`config.mk`:
```
export PLATFORM = sky130hd
export DESIGN_NAME = ofdm_packet_deframer
export DESIGN_NICKNAME = d
export VERILOG_FILES = /design/src/hdl/opd_pkg.sv /design/src/hdl/opd_front.sv /design/src/hdl/opd_back.sv /design/src/hdl/ofdm_packet_deframer.sv
export SDC_FILE = /design/constraint.sdc
export NUM_CORES = 1
export LEC_CHECK = 0
export CORE_MARGIN = 1.5
export CORE_UTILIZATION = 68
export CTS_CLUSTER_DIAMETER = 60
export DETAILED_ROUTE_END_ITERATION = 10
export DONT_BUFFER_PORTS = 1
export GPL_ROUTABILITY_DRIVEN = 0
export HOLD_SLACK_MARGIN = 0.05
export PLACE_DENSITY = 0.84
export SETUP_SLACK_MARGIN = 0.3
export SLEW_MARGIN = 20
export SYNTH_ARGS = -nofsm -noshare
export SYNTH_HDL_FRONTEND = slang
export SYNTH_SLANG_ARGS = --single-unit
```
`constraint.sdc`:
```
create_clock -name i_clk -period 7.1 [get_ports i_clk]
set_clock_uncertainty 0.05 [all_clocks]
set_input_delay 0.71 -clock i_clk [delete_from_list [all_inputs] [get_ports i_clk]]
set_output_delay 0.71 -clock i_clk [all_outputs]
set_load 0.01 [all_outputs]
```
`src/hdl/opd_pkg.sv`:
```
`timescale 1ns / 1ps

package opd_pkg;

    localparam int HEADER_BYTES = 4;
    localparam int HDR_CNT_W    = $clog2(HEADER_BYTES);
    localparam int HDR_SHIFT_W  = (HEADER_BYTES - 1) * 8;
    localparam int LEN_W        = 12;
    localparam int OFS_W        = 4;
    localparam int QUEUE_DEPTH  = 4;
    localparam int QPTR_W       = $clog2(QUEUE_DEPTH);
    localparam int QCNT_W       = $clog2(QUEUE_DEPTH + 1);

    localparam logic [1:0] ST_BYTE  = 2'd0;
    localparam logic [1:0] ST_EMPTY = 2'd1;
    localparam logic [1:0] ST_ABORT = 2'd2;

    localparam logic KIND_DATA = 1'b0;
    localparam logic KIND_SYNC = 1'b1;

    typedef struct packed {
        logic       kind;
        logic [7:0] data_byte;
    } t_item;

    typedef struct packed {
        logic [7:0]       payload_byte;
        logic [LEN_W-1:0] packet_length;
        logic [OFS_W-1:0] whitener_offset;
        logic             last;
        logic [1:0]       status;
    } t_result;

    typedef enum logic {
        CMD_DATA,
        CMD_SYNC
    } t_op;

    typedef struct packed {
        t_op        op;
        logic [7:0] data;
    } t_cmd;

    typedef enum logic [1:0] {
        MODE_SEARCH,
        MODE_HEADER,
        MODE_PAYLOAD
    } t_mode;

endpackage

```
`src/hdl/opd_front.sv`:
```
`timescale 1ns / 1ps

module opd_front (
    input  logic          i_clk,
    input  logic          i_rst_n,
    input  opd_pkg::t_item i_item,
    input  logic          push,
    output logic          full,
    output opd_pkg::t_cmd o_cmd,
    output logic          o_cmd_valid,
    input  logic          i_cmd_take
);
    import opd_pkg::*;

    t_cmd              r_mem [QUEUE_DEPTH];
    logic [QPTR_W-1:0] r_wr_ptr;
    logic [QPTR_W-1:0] r_rd_ptr;
    logic [QCNT_W-1:0] r_count;
    t_cmd              n_cmd;
    logic              w_wr;
    logic              w_rd;

    always_comb begin
        n_cmd.op   = (i_item.kind == KIND_SYNC) ? CMD_SYNC : CMD_DATA;
        n_cmd.data = i_item.data_byte;
    end

    assign full        = (r_count == QCNT_W'(QUEUE_DEPTH));
    assign o_cmd_valid = (r_count != '0);
    assign o_cmd       = r_mem[r_rd_ptr];
    assign w_wr        = push && !full;
    assign w_rd        = i_cmd_take && o_cmd_valid;

    always_ff @(posedge i_clk) begin
        if (w_wr) begin
            r_mem[r_wr_ptr] <= n_cmd;
        end
    end

    always_ff @(posedge i_clk) begin
        if (!i_rst_n) begin
            r_wr_ptr <= '0;
            r_rd_ptr <= '0;
            r_count  <= '0;
        end else begin
            if (w_wr) begin
                r_wr_ptr <= r_wr_ptr + 1'b1;
            end
            if (w_rd) begin
                r_rd_ptr <= r_rd_ptr + 1'b1;
            end
            case ({w_wr, w_rd})
                2'b10:   r_count <= r_count + 1'b1;
                2'b01:   r_count <= r_count - 1'b1;
                default: r_count <= r_count;
            endcase
        end
    end

endmodule

```
`src/hdl/opd_back.sv`:
```
`timescale 1ns / 1ps

module opd_back (
    input  logic             i_clk,
    input  logic             i_rst_n,
    input  opd_pkg::t_cmd    i_cmd,
    input  logic             i_cmd_valid,
    output logic             o_cmd_take,
    output opd_pkg::t_result o_result,
    output logic             empty,
    input  logic             pop
);
    import opd_pkg::*;

    t_mode                  r_mode;
    t_mode                  n_mode;
    logic [HDR_SHIFT_W-1:0] r_shift;
    logic [HDR_SHIFT_W-1:0] n_shift;
    logic [HDR_CNT_W-1:0]   r_hdr_cnt;
    logic [HDR_CNT_W-1:0]   n_hdr_cnt;
    logic [LEN_W-1:0]       r_len;
    logic [LEN_W-1:0]       n_len;
    logic [OFS_W-1:0]       r_ofs;
    logic [OFS_W-1:0]       n_ofs;
    logic [LEN_W-1:0]       r_pay_cnt;
    logic [LEN_W-1:0]       n_pay_cnt;
    t_result                r_out;
    t_result                n_out;
    logic                   r_out_valid;
    logic                   n_load;

    logic [31:0]      w_header;
    logic             w_hdr_done;
    logic             w_hdr_ok;
    logic [LEN_W-1:0] w_hdr_len;
    logic [LEN_W-1:0] w_cnt_inc;
    logic             w_sync;

    assign o_cmd_take = i_cmd_valid && (!r_out_valid || pop);
    assign w_sync     = (i_cmd.op == CMD_SYNC);
    assign w_header   = {r_shift, i_cmd.data};
    assign w_hdr_done = (r_hdr_cnt == HDR_CNT_W'(HEADER_BYTES - 1));
    assign w_hdr_ok   = (w_header[31:16] == w_header[15:0]);
    assign w_hdr_len  = w_header[16 +: LEN_W];
    assign w_cnt_inc  = r_pay_cnt + 1'b1;

    // next mode
    always_comb begin
        n_mode = r_mode;
        if (o_cmd_take) begin
            unique case (r_mode)
                MODE_HEADER: begin
                    if (w_sync) begin
                        n_mode = MODE_HEADER;
                    end else if (w_hdr_done) begin
                        if (!w_hdr_ok || w_hdr_len == '0) begin
                            n_mode = MODE_SEARCH;
                        end else begin
                            n_mode = MODE_PAYLOAD;
                        end
                    end
                end
                MODE_PAYLOAD: begin
                    if (w_sync) begin
                        n_mode = MODE_HEADER;
                    end else if (w_cnt_inc == r_len) begin
                        n_mode = MODE_SEARCH;
                    end
                end
                default: begin
                    n_mode = w_sync ? MODE_HEADER : MODE_SEARCH;
                end
            endcase
        end
    end

    // datapath and result
    always_comb begin
        n_shift   = r_shift;
        n_hdr_cnt = r_hdr_cnt;
        n_len     = r_len;
        n_ofs     = r_ofs;
        n_pay_cnt = r_pay_cnt;
        n_load    = 1'b0;
        n_out     = '0;
        if (o_cmd_take) begin
            unique case (r_mode)
                MODE_HEADER: begin
                    if (w_sync) begin
                        n_shift   = '0;
                        n_hdr_cnt = '0;
                    end else begin
                        n_shift   = w_header[HDR_SHIFT_W-1:0];
                        n_hdr_cnt = r_hdr_cnt + 1'b1;
                        if (w_hdr_done && w_hdr_ok) begin
                            n_len     = w_hdr_len;
                            n_ofs     = w_header[31 -: OFS_W];
                            n_pay_cnt = '0;
                            if (w_hdr_len == '0) begin
                                n_load                = 1'b1;
                                n_out.packet_length   = '0;
                                n_out.whitener_offset = w_header[31 -: OFS_W];
                                n_out.last            = 1'b1;
                                n_out.status          = ST_EMPTY;
                            end
                        end
                    end
                end
                MODE_PAYLOAD: begin
                    n_load                = 1'b1;
                    n_out.packet_length   = r_len;
                    n_out.whitener_offset = r_ofs;
                    if (w_sync) begin
                        n_out.status = ST_ABORT;
                        n_shift      = '0;
                        n_hdr_cnt    = '0;
                    end else begin
                        n_pay_cnt          = w_cnt_inc;
                        n_out.payload_byte = i_cmd.data;
                        n_out.last         = (w_cnt_inc == r_len);
                        n_out.status       = ST_BYTE;
                    end
                end
                default: begin
                    if (w_sync) begin
                        n_shift   = '0;
                        n_hdr_cnt = '0;
                    end
                end
            endcase
        end
    end

    always_ff @(posedge i_clk) begin
        if (!i_rst_n) begin
            r_mode      <= MODE_SEARCH;
            r_shift     <= '0;
            r_hdr_cnt   <= '0;
            r_len       <= '0;
            r_ofs       <= '0;
            r_pay_cnt   <= '0;
            r_out_valid <= 1'b0;
        end else begin
            r_mode    <= n_mode;
            r_shift   <= n_shift;
            r_hdr_cnt <= n_hdr_cnt;
            r_len     <= n_len;
            r_ofs     <= n_ofs;
            r_pay_cnt <= n_pay_cnt;
            if (n_load) begin
                r_out_valid <= 1'b1;
            end else if (pop) begin
                r_out_valid <= 1'b0;
            end
        end
    end

    always_ff @(posedge i_clk) begin
        if (n_load) begin
            r_out <= n_out;
        end
    end

    assign o_result = r_out;
    assign empty    = !r_out_valid;

    a_abort_restarts: assert property (@(posedge i_clk) disable iff (!i_rst_n)
        (o_cmd_take && w_sync && r_mode == MODE_PAYLOAD)
            |=> (r_mode == MODE_HEADER && r_hdr_cnt == '0 && r_shift == '0))
        else $error("abort did not restart header collection");

    a_last_to_search: assert property (@(posedge i_clk) disable iff (!i_rst_n)
        (n_load && n_out.last) |=> (r_mode == MODE_SEARCH))
        else $error("final result without return to search");

    a_count_below_len: assert property (@(posedge i_clk) disable iff (!i_rst_n)
        (r_mode == MODE_PAYLOAD) |-> (r_pay_cnt < r_len))
        else $error("payload count reached length while streaming");

    a_no_overwrite: assert property (@(posedge i_clk) disable iff (!i_rst_n)
        (r_out_valid && !pop) |-> !n_load)
        else $error("waiting result overwritten");

endmodule

```
`src/hdl/ofdm_packet_deframer.sv`:
```
`timescale 1ns / 1ps

// channel  | handshake            | payload
// ---------+----------------------+------------------------------
// input    | push / full          | i_item   (kind, data_byte)
// result   | empty / pop          | o_result (byte, len, ofs, last, status)
//
// One request is taken per cycle while the queue is not full; the header FSM in the
// back end consumes one queued request per cycle whenever the result register is
// free or being popped. Requests pass the four-entry queue, then the result register.
// Reset is synchronous: queue emptied, mode back to search, result register empty.
// Either side may stall; the queue absorbs up to four requests behind a held result.

module ofdm_packet_deframer (
    input  logic             i_clk,
    input  logic             i_rst_n,
    input  opd_pkg::t_item   i_item,
    input  logic             push,
    output logic             full,
    output opd_pkg::t_result o_result,
    output logic             empty,
    input  logic             pop
);
    import opd_pkg::*;

    t_cmd w_cmd;
    logic w_cmd_valid;
    logic w_cmd_take;

    opd_front u_front (
        .i_clk       (i_clk),
        .i_rst_n     (i_rst_n),
        .i_item      (i_item),
        .push        (push),
        .full        (full),
        .o_cmd       (w_cmd),
        .o_cmd_valid (w_cmd_valid),
        .i_cmd_take  (w_cmd_take)
    );

    opd_back u_back (
        .i_clk       (i_clk),
        .i_rst_n     (i_rst_n),
        .i_cmd       (w_cmd),
        .i_cmd_valid (w_cmd_valid),
        .o_cmd_take  (w_cmd_take),
        .o_result    (o_result),
        .empty       (empty),
        .pop         (pop)
    );

endmodule
```
==> results of run 1 <==
==> state kept, by name, summed over array words and instances, names as in the netlist, named ones only <==
signal	count
u_back.r_pay_cnt	12
u_back.r_hdr_cnt	2
u_back.r_len	12
u_back.r_mode	2
u_back.r_out_valid	1
u_front.r_rd_ptr	2
u_front.r_count	3
u_back.o_result	27
u_front.r_mem	36
u_back.r_shift	24
u_back.r_ofs	4
u_front.r_wr_ptr	2
==> final timing paths <==
kind | end | slack [ns] | cells after the start
worst min register to register | u_back.r_ofs[1] | 0.44 | 2
worst max register to register | u_back.o_result[8] | 2.69 | 7
worst min-delay path | u_front.r_mem[1][3] | 0.22 | 0
worst max-delay path | u_back.o_result[8] | 2.69 | 7
==> cells in the final DEF, fill, tap and decap left out, types with 4 or more instances in the layout <==
cell and instances:
sky130_fd_sc_hd__a21boi_0 17, sky130_fd_sc_hd__a21o_1 7, sky130_fd_sc_hd__a21oi_1 11, sky130_fd_sc_hd__a22o_1 4, sky130_fd_sc_hd__a22oi_1 25, sky130_fd_sc_hd__and2_1 20
sky130_fd_sc_hd__and3_1 16, sky130_fd_sc_hd__clkbuf_16 16, sky130_fd_sc_hd__dfxtp_1 66, sky130_fd_sc_hd__edfxtp_1 63, sky130_fd_sc_hd__ha_1 9, sky130_fd_sc_hd__inv_1 15
sky130_fd_sc_hd__inv_6 5, sky130_fd_sc_hd__mux4_1 7, sky130_fd_sc_hd__nand2_1 28, sky130_fd_sc_hd__nand3_1 27, sky130_fd_sc_hd__nor2_1 12, sky130_fd_sc_hd__nor2b_1 30
sky130_fd_sc_hd__nor3_1 7, sky130_fd_sc_hd__nor4_1 6, sky130_fd_sc_hd__o211ai_1 5, sky130_fd_sc_hd__o21ai_0 6, sky130_fd_sc_hd__o31ai_1 5, sky130_fd_sc_hd__xnor2_1 19
sky130_fd_sc_hd__xor2_1 17
==> area by class of cell <==
class / instances / area [sq um]
clock buffer: 18 / 427.9
clock inverter: 14 / 176.4
fill: 476 / 1784
inverter: 15 / 56.30
multi-input combinational: 326 / 2405
sequential: 129 / 3213
tap: 105 / 131.4
timing repair buffer: 3 / 22.52
==> per-layer routing <==
| layer | vias to the layer above | GRT usage | part of all wire |
|---|---|---|---|
| li1 | 1826 | - | - |
| met1 | 1963 | 0.3787 | 0.40 |
| met2 | 160 | 0.5461 | 0.52 |
| met3 | 40 | 0.08852 | 0.051 |
| met4 | 0 | 0.1294 | 0.027 |
| met5 | - | 0 | 0 |
==> logic make-up (layout without fill, tap and decap cells) <==
logic type | after synthesis | after routing
compound gates | 101 | 101
xor+xnor | 36 | 36
fa+ha+maj | 10 | 10
buf+inv | 43 | 50
flops | 129 | 129
mux | 12 | 12
simple gates | 167 | 167
==> power by group through the flow <==
stage          combinational, W  sequential [W]  clock [W]
2_1_floorplan          0.000322        0.000859          0
3_3_place_gp           0.000365        0.000879          0
3_5_place_dp           0.000384        0.000883          0
4_1_cts                0.000393        0.000870   0.000893
5_1_grt                0.000435        0.000875   0.000923
6_report               0.000397        0.000869   0.000890
==> stage by stage <==
step	std cells	area, sq um	hold WS [ns]	setup WS (ns)
floorplan	498	5794	0.3938	4.176
global placement	578	5828	0.4080	2.992
CTS	610	6432	0.2086	2.707
finish	610	6432	0.2244	2.692
detailed placement	578	5828	0.4103	2.821
global route	610	6432	0.2055	2.340
==> worst max-delay path: cells and delay by family, from the launching register on <==
kind | cells | cell delay [ns]
xor gates and xnor gates | 1 | 0.22
DFF | 1 | 0.63
muxes | 1 | 0.69
and+or+nand+nor | 5 | 2.43
==> flow_summary.yaml, run 1 <==
timing:
  report.final.slew_viol_count: 0
  final.setup.tns_ns: 0
  post-route-period-util: 0.6208
  hold_viol: 0
  max_clock_freq_mhz: 226.9
  grt_setup_unrepaired: "false"
  timing_worst_slew_pin_value_ns: 0.9619
  timing.final.crit_period_ns: 4.408
  slew-limit-headroom: 0.3539
  setup_viol: 0
yosys:
  synth_area_leader_cell: "sky130_fd_sc_hd__edfxtp_1"
  synth_mux_area_frac: 0.04491
  async_flop_share: 0
  syn_avg_cell_area_sq_um: 11.64
  synth_top_family_by_area: "simple AND/OR/NAND/NOR gates"
  synthesis.instances: 498
  synth.distinct_cells: 60
  synth.yosys.seq_area_share: 0.5545
  synth.top_cells.by_area: "sky130_fd_sc_hd__edfxtp_1 33%, sky130_fd_sc_hd__dfxtp_1 23%, sky130_fd_sc_hd__a22oi_1 3.2%"
  synth-warning-count: 0
  synth_largest_type_area_fraction: 0.3265
  synth_area_in_compound_gates: 0.1285
  post_synthesis_share_of_cell_area_spent_on_and_or_nand_and_nor_gates: 0.1632
  synthAdderAreaFrac: 0.02289
  synth_edf_count: 63
  post_synth_xor_area_fraction: 0.05442
  synth.net_count: 521
  synth.ff_latch_count: 129
  synth.cell_area_sq_um: 5794
  synth_commonest_cells: "66 x sky130_fd_sc_hd__dfxtp_1, 63 x sky130_fd_sc_hd__edfxtp_1, 30 x sky130_fd_sc_hd__nor2b_1"
  ys.flop_type: "sky130_fd_sc_hd__dfxtp_1"
  synth.most_common_cell: "sky130_fd_sc_hd__dfxtp_1"
cts:
  clk_transition_reported_paths_ns: 0.06
  post_cts_resize_count: 0
  cts.repair_timing.setup_buffer_count: 0
  cts_root_buffer: "sky130_fd_sc_hd__clkbuf_8"
  cts_made_buffers: 17
  clock_insertion_delay_worst_skew_ns: 0.53
  cts.sink_count: 129
  cts_hold_buffers: 0
  clock_tree.htree_level_count: 4
  clock_tree.buffer_depth: 2
  tritoncts: "done"
finish:
  final_net_count: 515
  layout.core_utilization: 0.7829
  antenna_cells_inserted: 0
  final_layout_size_suffix_gt1_frac: 0.09703
  syn2layout_area_growth_pct: 11.01
run:
  max_cap_violations: 0
run_status:
  run_status: "finished clean"
setup_path:
  cpMaxStageDelayCell: "sky130_fd_sc_hd__nor4_4"
  endpoint_kind: "register"
  critical_path_required_ns: 7.21
  cp_slowest_stage_delay_ns: 0.84
  timing.critical_path.arrival_ns: 4.51
  critical_path.max_fanout: 27
  crit_path_cell_trace: "mux4_1, xnor2_1, nand3_1, nor4_4, nand2_2, nor3_4, or2_2"
  cp-start-kind: "register"
  critical_path_class: "reg -> reg"
global_routing:
  antenna_found_initial: 0
  grt_pass1_vias: 3979
  first_pass_grt_wire_length_mm: 20.84
  gr-usage-all-layers: 0.3193
  grt_start_max_net_pins: 70
  global_route.overflow_total: 0
power:
  power.share.sequential: 0.403
  worst_ir_drop_vdd_mv: 0.2489
  cell_int_power_w: 0.001531
  pwr-share-comb: 0.184
  pwr-share-clk: 0.413
  leakagePower_nw: 2.334
  power_per_cell_area_nw_per_um2: 335.2
  power_switching_share: 0.2898
  net_switching_power_w: 0.0006249
  power.total_w: 0.002156
detailed_routing:
  count_of_unresolved_drc_violations_after_routing: 0
  first_iter_violations: 324
  avgRoutedWirePerCell_microns: 21.69
  firstDrtPassIters: 5
  drt-total-wl_mm: 13.23
  vias: 3989
  drtAntennaViolNets: 0
  drt-vias-per-instance: 6.539
worst_hold_path:
  hold_path_class: "in -> reg"
  hold_path.startpoint: "i_item[3]"
floorplan:
  chipHeight_microns: 95.31
  fp.coreArea_sq_um: 8217
  starting_density: 0.7052
  overall_die_area_sq_um: 9084
  die-width_microns: 95.31
  io_pins: 42
  placement_rows: 33
place:
  detailedPlacementHpwl_mm: 8.461
  io_buffer_count: 0
(Power assumes the default switching activity.)
==> inputs of run 2 (changes only) <==
--- a/config.mk
+++ b/config.mk
@@ -5,14 +5,15 @@
 export SDC_FILE = /design/constraint.sdc
 export NUM_CORES = 1
 export LEC_CHECK = 0
+export ABC_AREA = 1
 export CORE_MARGIN = 1.5
-export CORE_UTILIZATION = 68
+export CORE_UTILIZATION = 63
 export CTS_CLUSTER_DIAMETER = 60
 export DETAILED_ROUTE_END_ITERATION = 10
 export DONT_BUFFER_PORTS = 1
 export GPL_ROUTABILITY_DRIVEN = 0
 export HOLD_SLACK_MARGIN = 0.05
-export PLACE_DENSITY = 0.84
+export PLACE_DENSITY = 0.79
 export SETUP_SLACK_MARGIN = 0.3
 export SLEW_MARGIN = 20
 export SYNTH_ARGS = -nofsm -noshare
==> constraint.sdc (replaced) <==
create_clock -name i_clk -period 4.4 [get_ports i_clk]
set_clock_uncertainty 0.05 [all_clocks]
set_input_delay 0.44 -clock i_clk [delete_from_list [all_inputs] [get_ports i_clk]]
set_output_delay 0.44 -clock i_clk [all_outputs]
set_load 0.01 [all_outputs]
==> flow_summary.yaml, run 2 <==
setup_path:
  timing.critical_path.arrival_ns: 3.15
  critical_path_required_ns: 4.53
  worst_r2r_endpoint: "u_back.o_result[14]"
  length_in_cells_of_the_worst_reg_to_reg_path: 9
  cp-start-kind: "register"
  cp_slowest_stage_delay_ns: 0.50
  critical_path.max_fanout: 25
  endpoint_kind: "register"
  critical_path_class: "reg -> reg"
  reg2reg_start: "u_front.r_count[1]"
  cpMaxStageDelayCell: "sky130_fd_sc_hd__nor2_1"
  minimum_setup_slack_among_reg_to_reg_paths_ns: 1.38
  crit_path_cell_trace: "inv_2, a31oi_2, inv_2, nor2_1, inv_1, nor2_1, inv_1, nand2_1, buf_4"
yosys:
  synth.most_common_cell: "sky130_fd_sc_hd__nand2_1"
  synth_largest_type_area_fraction: 0.3133
  synth.net_count: 756
  synth.top_cells.by_area: "sky130_fd_sc_hd__edfxtp_1 31%, sky130_fd_sc_hd__dfxtp_1 22%, sky130_fd_sc_hd__nand2_1 12%"
  synth.yosys.seq_area_share: 0.5321
  synth-warning-count: 0
  synth.ff_latch_count: 129
  syn_avg_cell_area_sq_um: 8.238
  synth_edf_count: 63
  ys.flop_type: "sky130_fd_sc_hd__dfxtp_1"
  async_flop_share: 0
  synth_commonest_cells: "194 x sky130_fd_sc_hd__nand2_1, 91 x sky130_fd_sc_hd__nand3_1, 90 x sky130_fd_sc_hd__nor2_1"
  synth_area_leader_cell: "sky130_fd_sc_hd__edfxtp_1"
  synth.cell_area_sq_um: 6038
  synthesis.instances: 733
  synth.distinct_cells: 35
floorplan:
  placement_rows: 35
  chipHeight_microns: 100.9
  fp.coreArea_sq_um: 9284
  overall_die_area_sq_um: 10180
  starting_density: 0.6504
  io_pins: 42
  die-width_microns: 100.9
run_status:
  run_status: "finished clean"
cts:
  clock_insertion_delay_worst_skew_ns: 0.52
  tritoncts: "done"
  cts.repair_timing.setup_buffer_count: 0
  clock_tree.buffer_depth: 2
  post_cts_resize_count: 0
  cts.sink_count: 129
  clock_tree.htree_level_count: 4
  clk_transition_reported_paths_ns: 0.06
  cts_made_buffers: 17
  cts_root_buffer: "sky130_fd_sc_hd__clkbuf_8"
worst_hold_path:
  whs_endpoint: "u_front.r_rd_ptr[1]"
  hold_path_class: "in -> reg"
  hold_path.startpoint: "i_rst_n"
  min_path_cells: 1
detailed_routing:
  count_of_unresolved_drc_violations_after_routing: 0
  vias: 4981
  drt-vias-per-instance: 5.660
  drt-total-wl_mm: 13.72
  drtAntennaViolNets: 0
  first_iter_violations: 386
  avgRoutedWirePerCell_microns: 15.59
  firstDrtPassIters: 11
global_routing:
  grt_start_max_net_pins: 35
  antenna_found_initial: 0
  groute.layer.met3.usage: 0.06657
  grt_most_used_layer: "met2"
  groute.layer.met1.usage: 0.3634
  grt_pass1_vias: 4754
  gr-usage-all-layers: 0.2884
  first_pass_grt_wire_length_mm: 22.57
  global_route.overflow_total: 0
  groute.layer.met2.usage: 0.4828
timing:
  slew-limit-headroom: 0.4386
  hold_viol: 0
  post-route-period-util: 0.6862
  final.setup.tns_ns: 0
  setup_viol: 0
  max_clock_freq_mhz: 331.2
  report.final.slew_viol_count: 0
  timing_worst_slew_pin_value_ns: 0.8389
  timing.final.crit_period_ns: 3.019
  grt_setup_unrepaired: "false"
power:
  power_per_cell_area_nw_per_um2: 594.1
  leakagePower_nw: 2.595
  worst_ir_drop_vdd_mv: 0.4111
  power.total_w: 0.003999
finish:
  flip_flop_count_of_the_largest_register_all_copies_and_words_added: 36
  nFillCells: 667
  final_layout_size_suffix_gt1_frac: 0.07590
  regMostFlops: "u_front.r_mem"
  mostFrequentLayoutCell: "sky130_fd_sc_hd__nand2_1"
  syn2layout_area_growth_pct: 11.48
  final_cell_mix: "194 x sky130_fd_sc_hd__nand2_1, 91 x sky130_fd_sc_hd__nand3_1, 90 x sky130_fd_sc_hd__nor2_1"
  antenna_cells_inserted: 0
  final_net_count: 761
  final_cell_count_no_fill: 880
place:
  detailedPlacementHpwl_mm: 9.212
  place.detailed.instances: 838
  io_buffer_count: 0
run:
  max_cap_violations: 0
run 2: cell count changes after synthesis, moves of 30 or more:
| cell | delta |
|---|---|
| sky130_fd_sc_hd__a21oi_1 | +38 |
| sky130_fd_sc_hd__nor2_1 | +78 |
| sky130_fd_sc_hd__inv_1 | +53 |
| sky130_fd_sc_hd__nand3_1 | +64 |
| sky130_fd_sc_hd__nand2_1 | +166 |
| sky130_fd_sc_hd__nor2b_1 | -30 |
run 2: final cells by class:
class,instances,area [sq um],share of cell area
clock buffers,18,417.9,0.06208
clock inverters,14,155.1,0.02305
inverters,76,290.3,0.04312
multi-input cells,503,2391,0.3552
flip-flops and latches,129,3213,0.4773
well taps,129,161.4,0.02398
repair buffers,11,102.6,0.01524
run 2: critical path: cells and delay by family, from the launching register on:
kind,cells,cell delay [ns]
compound gates,1,0.41
buf+inv,5,1.02
flops,1,0.39
simple gates,3,0.79
run 2: cell families after synthesis:
family,synth area share
buffers and inverters,0.07190
xor gates and xnor gates,0.01595
AOI/OAI and AO/OA,0.06465
DFF,0.5321
and+or+nand+nor,0.2934
adders and majority gates,0.02196
run 2: metal layers:
metal	share of wire	wire, microns
met3	0.062	850
met4	0.025	347
met1	0.42	5786
met2	0.49	6735
met5	0	0
run 2: worst max-delay path by stage:
stage / startpoint / endpoint / cells past startpoint
2_1_floorplan: register / u_back.o_result[0] / 14
3_3_place_gp: pop / u_back.o_result[5] / 9
5_1_grt: register / u_back.o_result[4] / 12
3_5_place_dp: pop / u_back.o_result[6] / 9
6_report: u_front.r_count[1] / u_back.o_result[14] / 9
4_1_cts: register / u_back.o_result[5] / 12
run 2: power by group:
| part | internal [W] | switching, W |
|---|---|---|
| sequential | 0.00140 | 0.000134 |
| clock | 0.000813 | 0.000555 |
| combinational | 0.000328 | 0.000769 |
| total | 0.00254 | 0.00146 |
run 2: what timing repair did:
action / 4_1_cts / 5_1_grt
hold buffers: 10 / 0
endpoints found under the setup margin: 0 / 0
endpoints found under the hold margin: 70 / 0
run 2: through the flow:
step                setup slack [ns]  area, sq um  utilization  hold slack, ns
floorplan                      1.955         6038            -          0.3791
global placement               1.510         6063       0.6531          0.3965
detailed placement             1.496         6063       0.6531          0.4107
CTS                            1.489         6736       0.7256         0.06198
global route                   1.119         6731       0.7251         0.06482
finish                         1.381         6731       0.7251         0.06813
